`src/design/eitp_pkg.sv`:
```
// ----------------------------------------------------------------------------
// eitp_pkg
// shared types, constants and the crc byte update for the header parser
// ----------------------------------------------------------------------------
package eitp_pkg;

	localparam int MAX_FRAME_BYTES = 16384;
	localparam int CNT_W           = $clog2(MAX_FRAME_BYTES + 1);
	localparam int HDR_KEEP        = 38;
	localparam int ETH_LEN         = 14;
	localparam int IP_END          = 34;
	localparam int TCP_END         = 54;
	localparam int CRC_MIN         = 58;
	localparam int TAIL_LEN        = 4;
	localparam int PAYLOAD_W       = 14;

	localparam logic [31:0] CRC_POLY     = 32'h04C1_1DB7;
	localparam logic [31:0] CRC_INIT     = 32'hFFFF_FFFF;
	localparam logic [31:0] CRC_TOP      = 32'h8000_0000;
	localparam logic [15:0] ETYPE_IPV4   = 16'h0800;
	localparam logic [7:0]  IP_PROTO_TCP = 8'd6;

	// result status codes
	typedef enum logic [2:0] {
		ST_OK        = 3'd0,
		ST_SHORT_ETH = 3'd1,
		ST_NOT_IPV4  = 3'd2,
		ST_SHORT_IP  = 3'd3,
		ST_NOT_TCP   = 3'd4,
		ST_SHORT_TCP = 3'd5
	} status_t;

	// frame state as it stands after the current byte
	typedef struct packed {
		logic [CNT_W-1:0]              len;
		logic [31:0]                   crc;
		logic [31:0]                   tail;
		logic [HDR_KEEP-1:0][7:0]      hdr;
	} frame_view_t;

	// msb-first crc-32 over one byte
	function automatic logic [31:0] crc_byte(input logic [31:0] crc_in, input logic [7:0] b);
		logic [31:0] c;
		c = crc_in ^ {b, 24'd0};
		for (int k = 0; k < 8; k++) begin
			if ((c & CRC_TOP) != 32'd0) begin
				c = (c << 1) ^ CRC_POLY;
			end else begin
				c = c << 1;
			end
		end
		return c;
	endfunction

endpackage

```
`src/design/eth_ipv4_tcp_header_parser.sv`:
```
// ----------------------------------------------------------------------------
// eth_ipv4_tcp_header_parser
// byte-wide ethernet / ipv4 / tcp header field capture with crc-32 check
// ----------------------------------------------------------------------------
// usage
//   s_* carries the frame, one byte per beat, s_tlast on the final byte.
//   m_* carries one result beat per frame: the status code on m_tuser and
//   the captured header fields, payload size and crc verdict on m_tdata.
//   bytes that never produce a result (all but the last) cost nothing on m_*.
// throughput
//   one byte per clock, while no final byte waits on a blocked result. a
//   byte is taken into the input register, where the field, status and crc
//   update logic (eight crc bit steps per byte) runs; the final byte's
//   result then loads into the result register, which drives m_tvalid.
// stalls
//   the result register holds while m_tready is low; a following non-final
//   byte still moves on, and only a second final byte waits in the input
//   register, which drops s_tready until the pending result is taken.
// reset
//   arst_n clears both registers' valid flags and returns the frame state to
//   its start: zero count, crc all ones, empty tail and header bytes.
//   the same state is restored after every final byte.
// ----------------------------------------------------------------------------
module eth_ipv4_tcp_header_parser
	import eitp_pkg::*;
(
	input  logic         clk,
	input  logic         arst_n,
	input  logic         s_tvalid,
	output logic         s_tready,
	input  logic [7:0]   s_tdata,   // [7:0] data_byte
	input  logic         s_tlast,   // last
	output logic         m_tvalid,
	input  logic         m_tready,
	output logic [231:0] m_tdata,   // dest_mac, src_mac, ether_type, ip_protocol, src_ip,
	                                // dst_ip, src_port, dst_port, payload_bytes,
	                                // crc_checked, crc_good (lowest bit first)
	output logic [2:0]   m_tuser    // [2:0] status
);

	// input register
	logic        valid_s1;
	logic [7:0]  byte_s1;
	logic        last_s1;

	// result register
	logic         m_valid_q;
	logic [231:0] m_data_q;
	status_t      m_status_q;

	logic        adv;
	frame_view_t view;

	// field and status logic
	logic [15:0]          ether_type;
	logic [7:0]           ip_protocol;
	status_t              status;
	logic                 crc_checked;
	logic                 crc_good;
	logic [PAYLOAD_W-1:0] payload_bytes;
	logic [CNT_W-1:0]     payload_full;
	logic [231:0]         result_data;

	// a non-final byte always moves on; a final one needs room in the result register
	assign adv      = valid_s1 && (!last_s1 || !m_valid_q || m_tready);
	assign s_tready = !valid_s1 || adv;

	always_ff @(posedge clk or negedge arst_n) begin
		if (!arst_n) begin
			valid_s1 <= 1'b0;
		end else if (s_tvalid && s_tready) begin
			valid_s1 <= 1'b1;
		end else if (adv) begin
			valid_s1 <= 1'b0;
		end
	end

	always_ff @(posedge clk) begin
		if (s_tvalid && s_tready) begin
			byte_s1 <= s_tdata;
			last_s1 <= s_tlast;
		end
	end

	eitp_frame_track u_track (
		.clk       (clk),
		.arst_n    (arst_n),
		.step      (adv),
		.data_byte (byte_s1),
		.last      (last_s1),
		.view      (view)
	);

	always_comb begin
		ether_type  = {view.hdr[12], view.hdr[13]};
		ip_protocol = view.hdr[23];

		// checks in priority order, length first at each layer
		if (view.len < CNT_W'(ETH_LEN)) begin
			status = ST_SHORT_ETH;
		end else if (ether_type != ETYPE_IPV4) begin
			status = ST_NOT_IPV4;
		end else if (view.len < CNT_W'(IP_END)) begin
			status = ST_SHORT_IP;
		end else if (ip_protocol != IP_PROTO_TCP) begin
			status = ST_NOT_TCP;
		end else if (view.len < CNT_W'(TCP_END)) begin
			status = ST_SHORT_TCP;
		end else begin
			status = ST_OK;
		end

		crc_checked   = (status == ST_OK) && (view.len >= CNT_W'(CRC_MIN));
		payload_full  = view.len - CNT_W'(CRC_MIN);
		payload_bytes = crc_checked ? payload_full[PAYLOAD_W-1:0] : '0;
		crc_good      = crc_checked && (view.tail == view.crc);

		result_data = {
			crc_good,
			crc_checked,
			payload_bytes,
			{view.hdr[36], view.hdr[37]},
			{view.hdr[34], view.hdr[35]},
			{view.hdr[30], view.hdr[31], view.hdr[32], view.hdr[33]},
			{view.hdr[26], view.hdr[27], view.hdr[28], view.hdr[29]},
			ip_protocol,
			ether_type,
			{view.hdr[6], view.hdr[7], view.hdr[8], view.hdr[9], view.hdr[10], view.hdr[11]},
			{view.hdr[0], view.hdr[1], view.hdr[2], view.hdr[3], view.hdr[4], view.hdr[5]}
		};
	end

	always_ff @(posedge clk or negedge arst_n) begin
		if (!arst_n) begin
			m_valid_q <= 1'b0;
		end else if (adv && last_s1) begin
			m_valid_q <= 1'b1;
		end else if (m_tready) begin
			m_valid_q <= 1'b0;
		end
	end

	always_ff @(posedge clk) begin
		if (adv && last_s1) begin
			m_data_q   <= result_data;
			m_status_q <= status;
		end
	end

	assign m_tvalid = m_valid_q;
	assign m_tdata  = m_data_q;
	assign m_tuser  = m_status_q;

	// crc verdict only ever comes with a checked crc
	a_good_needs_checked: assert property (@(posedge clk) disable iff (!arst_n)
		m_tvalid |-> (!m_tdata[231] || m_tdata[230]))
		else $error("crc_good set without crc_checked");

	// a checked crc only on an ok status
	a_checked_needs_ok: assert property (@(posedge clk) disable iff (!arst_n)
		(m_tvalid && m_tdata[230]) |-> (m_tuser == ST_OK))
		else $error("crc_checked set on a failing status");

	// unchecked frames report no payload
	a_payload_zero: assert property (@(posedge clk) disable iff (!arst_n)
		(m_tvalid && !m_tdata[230]) |-> (m_tdata[229:216] == '0))
		else $error("payload size reported on an unchecked frame");

	// the input only stalls behind a final byte waiting on a blocked result
	a_stall_cause: assert property (@(posedge clk) disable iff (!arst_n)
		!s_tready |-> (valid_s1 && last_s1 && m_valid_q && !m_tready))
		else $error("input stalled without a pending result");

	// a final byte that moves on shows up as a result in the next cycle
	a_result_follows: assert property (@(posedge clk) disable iff (!arst_n)
		(adv && last_s1) |=> m_tvalid)
		else $error("final byte produced no result");

endmodule

```
`src/design/eitp_frame_track.sv`:
```
// ----------------------------------------------------------------------------
// eitp_frame_track
// per-frame state: byte count, running crc, tail bytes and header bytes
// ----------------------------------------------------------------------------
module eitp_frame_track
	import eitp_pkg::*;
(
	input  logic        clk,
	input  logic        arst_n,
	input  logic        step,
	input  logic [7:0]  data_byte,
	input  logic        last,
	output frame_view_t view
);

	logic [CNT_W-1:0]         count_q;
	logic [31:0]              crc_q;
	logic [TAIL_LEN-1:0][7:0] tail_q;
	logic [HDR_KEEP-1:0][7:0] hdr_q;

	logic [CNT_W-1:0]         count_next;
	logic [31:0]              crc_next;
	logic [TAIL_LEN-1:0][7:0] tail_next;
	logic [HDR_KEEP-1:0][7:0] hdr_next;

	always_comb begin
		for (int i = 0; i < HDR_KEEP; i++) begin
			hdr_next[i] = (count_q == CNT_W'(i)) ? data_byte : hdr_q[i];
		end
		// oldest tail byte enters the crc once four bytes are held
		crc_next = (count_q >= CNT_W'(TAIL_LEN)) ? crc_byte(crc_q, tail_q[0]) : crc_q;
		for (int i = 0; i < TAIL_LEN - 1; i++) begin
			tail_next[i] = tail_q[i+1];
		end
		tail_next[TAIL_LEN-1] = data_byte;
		count_next = (count_q < CNT_W'(MAX_FRAME_BYTES)) ? count_q + CNT_W'(1) : count_q;
	end

	always_comb begin
		view.len  = count_next;
		view.crc  = crc_next;
		view.tail = {tail_next[0], tail_next[1], tail_next[2], tail_next[3]};
		view.hdr  = hdr_next;
	end

	always_ff @(posedge clk or negedge arst_n) begin
		if (!arst_n) begin
			count_q <= '0;
			crc_q   <= CRC_INIT;
			tail_q  <= '0;
			hdr_q   <= '0;
		end else if (step) begin
			if (last) begin
				count_q <= '0;
				crc_q   <= CRC_INIT;
				tail_q  <= '0;
				hdr_q   <= '0;
			end else begin
				count_q <= count_next;
				crc_q   <= crc_next;
				tail_q  <= tail_next;
				hdr_q   <= hdr_next;
			end
		end
	end

endmodule
```
`config.mk`:
```
export PLATFORM = sky130hd
export DESIGN_NAME = eth_ipv4_tcp_header_parser
export DESIGN_NICKNAME = d
export VERILOG_FILES = /design/src/design/eitp_pkg.sv /design/src/design/eth_ipv4_tcp_header_parser.sv /design/src/design/eitp_frame_track.sv
export SDC_FILE = /design/constraint.sdc
export NUM_CORES = 1
export LEC_CHECK = 0
export BUFFER_PORTS_ARGS = -buffer_cell sky130_fd_sc_hd__buf_2
export CAP_MARGIN = 5
export CORE_ASPECT_RATIO = 0.5
export CORE_MARGIN = 2
export CORE_UTILIZATION = 44
export DETAILED_ROUTE_END_ITERATION = 7
export GPL_ROUTABILITY_DRIVEN = 0
export PLACE_DENSITY = 0.74
export SYNTH_ARGS = -nofsm -noshare
export SYNTH_HDL_FRONTEND = slang
export SYNTH_HIERARCHICAL = 1
export SYNTH_SLANG_ARGS = --single-unit
```
`constraint.sdc`:
```
create_clock -name clk -period 18.3 [get_ports clk]
set_input_delay 3.66 -clock clk [delete_from_list [all_inputs] [get_ports clk]]
set_output_delay 3.66 -clock clk [all_outputs]
set_load 0.01 [all_outputs]
```
# ---- Word-level counts from Yosys, hierarchy flattened
# Cells that the tools add are included.
dict set report totals {
  register_bits 541
  input_bits 13
  word_cells 173
}
dict set report classes {
  n_addsub 2
  n_lt_le_gt_ge 6
  n_eq_ne 40
  muxes 61
  bitwise 9
  n_reduce_logical 15
}
# cell count
set ops {}
lappend ops {{$mux 304} 1}
lappend ops {{$mux 8} 38}
lappend ops {{$eq 15x5->1 const B} 16}
lappend ops {{$mux 27} 8}
lappend ops {{$eq 15x4->1 const B} 8}
lappend ops {{$not 14->14} 8}
lappend ops {{$mux 32} 3}
lappend ops {{$eq 15x6->1 const B} 6}
lappend ops {{$eq 15x3->1 const B} 4}
lappend ops {{$eq 32x32->1} 1}
lappend ops {{$xor 32x32->32} 1}
lappend ops {{$eq 15x2->1 const B} 2}
lappend ops {{$lt 15x6->1 const B} 2}
lappend ops {{$mux 15} 2}
lappend ops {{$ne 16x12->1 const B} 1}
lappend ops {{$add 15x1->15 const B} 1}
lappend ops {{$eq 15x1->1 const B} 1}
lappend ops {{$ge 15x3->1 const B} 1}
lappend ops {{$ge 15x6->1 const B} 1}
lappend ops {{$logic_not 15->1} 1}
lappend ops {{$lt 15x15->1 const B} 1}
lappend ops {{$lt 15x4->1 const B} 1}
lappend ops {{$mux 3} 5}
lappend ops {{$sub 14x6->14 const B} 1}
lappend ops {{7 further kinds} 19}

# ---- Depth between registers and ports, before layout
# Gate-level depths: netlist (run 1).
dict set report logic_depth {
  word_depth 20
  mapped_depth 11
}

# ---- By module
# Netlist (run 1), hierarchy kept.
# module instances cells_per_inst area_per_inst_um2 seq_area_each_um2
set modules_own_cells {}
lappend modules_own_cells {eitp_frame_track 1 1743 20392.1 9624.2}
lappend modules_own_cells {eth_ipv4_tcp_header_parser 1 374 8353.0 7377.1}

# ---- Worst setup path after synthesis (run 1)
# Ideal clock, no wire load.
dict set report synth_timing {
  kind {input -> register}
  start {input m_tready}
  end {register m_data_q[0], in the netlist m_tdata[0], enable pin}
  arrival_ns 13.473
  required_time_ns 17.465
  path_slack_ns 3.992
  path_stages 2
  path_buffers 0
  cell_sequence {nor2b_1 -> nor2_1}
}
dict set report synth_between {
  elab_chain_cells 3
}
# element line
set synth_rtl {}
lappend synth_rtl {{start: declaration} eth_ipv4_tcp_header_parser.sv:34} ;# input logic m_tready,
lappend synth_rtl {{$logic_or 1x1->1} eth_ipv4_tcp_header_parser.sv:65} ;# assign adv = valid_s1 && (!last_s1 || !m_valid_q || m_tready);
lappend synth_rtl {{$logic_and 1x1->1} eth_ipv4_tcp_header_parser.sv:65}
lappend synth_rtl {{$logic_and 1x1->1} eth_ipv4_tcp_header_parser.sv:144} ;# if (adv && last_s1) begin
lappend synth_rtl {{end signal: assignment} eth_ipv4_tcp_header_parser.sv:145} ;# m_data_q <= result_data;
lappend synth_rtl {{end: declaration} eth_ipv4_tcp_header_parser.sv:48} ;# logic [231:0] m_data_q;
# Every way passes these cells.
# A chain may end at the register's enable or synchronous reset.

# ---- Worst setup path in the final report (run 1)
dict set report layout_timing {
  start {input m_tready}
  end {output s_tready}
}
dict set report layout_between {
  elab_chain_cells 3
}
# element line
set layout_rtl {}
lappend layout_rtl {{$logic_or 1x1->1} eth_ipv4_tcp_header_parser.sv:65}
lappend layout_rtl {{$logic_and 1x1->1} eth_ipv4_tcp_header_parser.sv:65}
lappend layout_rtl {{$logic_or 1x1->1} eth_ipv4_tcp_header_parser.sv:66} ;# assign s_tready = !valid_s1 || adv;
lappend layout_rtl {{end: declaration} eth_ipv4_tcp_header_parser.sv:30} ;# output logic s_tready,
# Every way passes these cells.

==> results of run 1 <==
[cell usage in the layout (no fill, tap or decap), drive strengths merged, types with 61 or more instances in the layout]
cell     instances
a22o           156
buf            283
clkbuf          71
dfrtp          265
edfxtp         244
mux2           217
nand2           99
nor2            96
o2bb2ai         80
xor2            61
[final cells by class]
cell class                      instances  area share (%)
Timing Repair Buffer                  283            5.46
Clock inverter                         23           0.780
Multi-Input combinational cell       1099            32.1
Sequential cell                       541            53.0
Inverter                               11           0.148
Clock buffer                           71            5.13
Tap cell                              756            3.39
[state kept, by name (all words and copies together) (netlist names)]
register and cells:
byte_s1 8, last_s1 1, m_tdata 232, m_tuser 3, m_tvalid 1, u_track/count_q 15
u_track/crc_q 32, u_track/hdr_q 216, u_track/tail_q 8, u_track/view 24, valid_s1 1
[power breakdown]
part | total [mW] | internal (mW) | switching (mW)
Clock | 1.05 | 0.592 | 0.461
Sequential | 1.48 | 1.40 | 0.0789
Combinational | 1.05 | 0.428 | 0.627
[worst min-delay path by stage]
stage | slack [ns] | endpoint
final | 0.48 | u_track/hdr_q[20]
after global placement | 0.47 | u_track/hdr_q[90]
after floorplan | 0.45 | u_track/hdr_q[216]
after detailed placement | 0.47 | u_track/hdr_q[91]
after CTS | 0.49 | u_track/hdr_q[94]
after global routing | 0.50 | u_track/hdr_q[5]
[critical path, cell delays in order]
cell	delay (ns)
sky130_fd_sc_hd__buf_2	0.10
sky130_fd_sc_hd__nor2b_1	0.41
sky130_fd_sc_hd__nand3_1	0.18
sky130_fd_sc_hd__buf_2	0.17
[per-layer routing]
layer	track usage, %	wire length [um]	up-vias
li1	-	-	7073
met1	29.1	26400	8192
met2	36.4	31700	645
met3	3.52	4180	147
met4	7.32	2040	0
met5	0	0	-
[through the flow]
stage,setup WS [ns],std cells,total power [mW]
floorplan,3.99,1814,2.28
global placement,10.15,2690,2.52
detailed placement,10.14,2690,2.54
CTS,10.13,2784,3.59
global route,10.06,2784,3.75
finish,10.13,2784,3.59
==> flow_summary.ini, run 1 <==
[run]
total_of_max_cap_violations = 0

[critical_path]
worst-setup-path-type = input pin to primary output
endpoint_of_the_most_critical_register_to_register_path = m_tdata[30]
cp_data_arrival_time_ns = 4.51
critical_path_required_ns = 14.64
worstSetupEndpoint = s_tready
worst_setup_path_startpoint = m_tready
rr_worst_depth = 6
critPathLaunchType = input pin
r2r_setup_slack_ns = 13.93
timing.critical_path.fanout_max = 4
regToRegStartpoint = last_s1
end_kind = primary output

[die]
io_pins = 250
die_height_um = 171
die_x_um = 338
num_rows = 61
core_um2 = 55300
floorplan.initialDensity_pct = 44.3
die_ar_um2 = 57800

[hold_path]
hold-path-cell-count = 1
hold_wc_startpoint = u_track/hdr_q[20]
worst_hold_class = register to register

[sta]
setup_violations = 0
fin_worst_skew_ns = 0.0163
worst_hold_slack_ns = 0.484
max_slew_margin_pct = 21.5
grt_setup_unrepaired = no
period_share_pct = 44.7
clock.fmax_mhz = 122
finalCriticalPeriod_ns = 8.17
totalNegativeSetupSlack_ns = 0
slew_viol_final = 0
worst-slew-pin-transition_ns = 1.18
timing_hold_violations_final = 0

[clock_network]
ctsRootBufferMaster = sky130_fd_sc_hd__clkbuf_16
clock_tree.htree_level_count = 2
cts_setup_buffers = 0
cts-hold-fix-buffers = 0
clkSlewWorstSetupHoldPaths_ns = 0.06
tritoncts.num_buffers = 50
worst_skew_pair.late_latency_ns = 0.59
clock_tree_from_tritoncts = done
cts-resized-gates = 0
clock_path_buffers = 3
cts_num_sinks = 541

[cells_and_area]
area_growth_pct = 13.8
fraction_of_final_layout_cells_sized_beyond_drive_strength_1_pct = 34.8
ff_latch_area_um2 = 14800
combined_area_of_the_multi_input_logic_cells_um2 = 8960
layout.filler_cells = 4618
diodes_inserted = 0
final_nets = 2006
final_cell_area_um2 = 27900
layout.core_utilization_pct = 50.5

[placed_design]
dp.final_hpwl_um = 40700
place.port_buffers = 249
placedInstanceArea_um2 = 26300

[yosys]
yosys_warnings = 6
syn_avg_cell_area_um2 = 13.5
post_synth_inst_count = 1814
syn_nets = 1834
synth.cell_area_um2 = 24500

[global_routing]
grtUsageTotal_pct = 21.8
total_grt_overflow = 0
grt_start_max_net_pins = 170
grt_first_pass_wirelength_um = 96500
antenna_found_initial = 1
via_count_of_the_first_global_routing_pass = 16047

[route]
route.detailed.drc = 0
drt-vias-per-instance = 5.77
detail-route-antenna-nets = 0
dr_total_vias = 16057
routed_wl_um = 64300
drt_iter0_drc = 1713
dr.pass1.iters = 7
avgRoutedWirePerCell_um = 23.1

[status]
run_status = finished, final reports clean

[power]
leakage_nw = 12.0
p_per_area_nw_per_um2 = 128
peakVddDrop_mv = 0.0842
Power figures use the tool's default switching activity.
==> run 2, diff against run 1 <==
--- a/config.mk
+++ b/config.mk
@@ -5,6 +5,7 @@
 export SDC_FILE = /design/constraint.sdc
 export NUM_CORES = 1
 export LEC_CHECK = 0
+export ABC_AREA = 1
 export BUFFER_PORTS_ARGS = -buffer_cell sky130_fd_sc_hd__buf_2
 export CAP_MARGIN = 5
 export CORE_ASPECT_RATIO = 0.5
@@ -12,7 +13,7 @@
 export CORE_UTILIZATION = 44
 export DETAILED_ROUTE_END_ITERATION = 7
 export GPL_ROUTABILITY_DRIVEN = 0
-export PLACE_DENSITY = 0.74
+export PLACE_DENSITY = 0.76
 export SYNTH_ARGS = -nofsm -noshare
 export SYNTH_HDL_FRONTEND = slang
 export SYNTH_HIERARCHICAL = 1
==> constraint.sdc (replaced) <==
create_clock -name clk -period 7.5 [get_ports clk]
set_input_delay 1.5 -clock clk [delete_from_list [all_inputs] [get_ports clk]]
set_output_delay 1.5 -clock clk [all_outputs]
set_load 0.01 [all_outputs]
==> run 2 against run 1 <==
  * Hold slack improved by 0.022 ns
  * Setup slack worse by 6.8 ns
  * Cell count is 23% higher
  * Critical path depth is 3 higher
  * Global-route usage fell by 1.3 points
  * Synthesized area rose by 0.42%
  * Die area is 0.42% higher
  * Sequential power up 130%
  * Combinational power is 12% higher
==> flow_summary.ini, run 2 <==
[sta]
max_slew_margin_pct = 23.8
timing_hold_violations_final = 0
period_share_pct = 55.0
fin_worst_skew_ns = 0.0153
post-route-worst-setup-slack_ns = 3.37
slew_viol_final = 0
setup_violations = 0
worst-slew-pin-transition_ns = 1.14
clock.fmax_mhz = 242
totalNegativeSetupSlack_ns = 0
grt_setup_unrepaired = no
finalCriticalPeriod_ns = 4.13

[route]
routed_wl_um = 62300
drt-vias-per-instance = 5.32
route.detailed.drc = 0
avgRoutedWirePerCell_um = 18.2
drt_iter0_drc = 1908
dr_total_vias = 18179
dr.pass1.iters = 8
detail-route-antenna-nets = 0

[clock_network]
tritoncts.num_buffers = 50
clock_tree.htree_level_count = 2
cts-resized-gates = 0
clkSlewWorstSetupHoldPaths_ns = 0.06
worst_skew_pair.late_latency_ns = 0.59
clock_tree_from_tritoncts = done
ctsRootBufferMaster = sky130_fd_sc_hd__clkbuf_16
clock_path_buffers = 3
cts_num_sinks = 541
cts_setup_buffers = 0
cts-hold-fix-buffers = 0

[cells_and_area]
layout_common_cells = 419 x sky130_fd_sc_hd__inv_1, 379 x sky130_fd_sc_hd__nand2_1, 265 x sky130_fd_sc_hd__dfrtp_1
final_cell_area_um2 = 27800
layout.cells.most_common = sky130_fd_sc_hd__inv_1
largest_register_ffs = 232
diodes_inserted = 0
final_nets = 2641
area_growth_pct = 12.7
layout.filler_cells = 4909
fraction_of_final_layout_cells_sized_beyond_drive_strength_1_pct = 17.5

[die]
floorplan.initialDensity_pct = 44.5
die_x_um = 339
core_um2 = 55400
io_pins = 250
num_rows = 61
die_height_um = 171
die_ar_um2 = 58000

[power]
p_per_area_nw_per_um2 = 255
leakage_nw = 13.0
peakVddDrop_mv = 0.170
power_total_mw = 7.08

[critical_path]
critPathLaunchType = input pin
end_kind = register
crit_path_max_incr_delay_ns = 0.80
cp_data_arrival_time_ns = 4.33
timing.critical_path.fanout_max = 135
critical_path.cell_chain = buf_2 -> inv_1 -> a31oi_4 -> buf_4 -> nand2_1 -> inv_8 -> buf_12
worstPathBufferInverterCount = 5
cpLargestDelayFamily = buffers and inverters
r2r_setup_slack_ns = 3.61
critical_path_required_ns = 7.71
slowest_stage = sky130_fd_sc_hd__buf_4
worst-setup-path-type = input pin to register

[placed_design]
placement.setup.worst_slack_ns = 2.76
placedInstanceArea_um2 = 26200
place.port_buffers = 249
dp.final_hpwl_um = 39000

[yosys]
yosys_warnings = 6
syn_nets = 2503
synth.cell_area_um2 = 24600
post_synth_inst_count = 2483
syn_avg_cell_area_um2 = 9.92

[status]
run_status = finished, final reports clean

[global_routing]
grt_start_max_net_pins = 136
grt_first_pass_wirelength_um = 93900
antenna_found_initial = 0
grtUsageTotal_pct = 20.5
via_count_of_the_first_global_routing_pass = 16978
total_grt_overflow = 0

[hold_path]
worst_hold_class = register to register

[run]
total_of_max_cap_violations = 0
-- run 2: layer usage --
| metal | GRT usage, % | part of all wire (%) | vias up |
|---|---|---|---|
| met1 | 26.7 | 41 | 8914 |
| li1 | - | - | 8413 |
| met5 | 0 | 0 | - |
| met4 | 9.37 | 4.2 | 0 |
| met2 | 34.4 | 49 | 696 |
| met3 | 3.01 | 6.4 | 156 |
-- run 2: layout make-up --
type	count	area [um^2]	area share, %
well taps	756	946	3.41
inverters	437	1650	5.96
repair buffers	267	1420	5.10
clock buffers	67	1410	5.07
flip-flops and latches	541	14800	53.3
multi-input cells	1324	7340	26.4
clock inverters	26	203	0.730
-- run 2: per-stage QoR --
stage                     hold slack, ns  cells  utilization, %
after floorplan                    0.468   2483               -
after global placement             0.482   3325            47.2
after detailed placement           0.491   3325            47.2
after CTS                          0.503   3418            50.1
after global routing               0.516   3418            50.1
final                              0.506   3418            50.1
-- run 2: path summary, 6_finish.rpt --
| path | depth (start not counted) | endpoint | startpoint |
|---|---|---|---|
| setup / recovery | 7 | m_tdata[213] | m_tready |
| hold / removal | 1 | u_track/hdr_q[82] | u_track/hdr_q[82] |
| setup reg to reg | 15 | m_tdata[218] | u_track/count_q[14] |
| hold reg to reg | 1 | u_track/hdr_q[82] | u_track/hdr_q[82] |
| max in group asynchronous | 2 | u_track/count_q[4] | arst_n |
| min in group asynchronous | 1 | u_track/view[334] | arst_n |
-- run 2: report_power, final --
part	switching, mW	leakage, nW	internal, mW
sequential	0.0879	6.37	3.30
combinational	0.828	5.89	0.352
clock	1.12	0.793	1.39
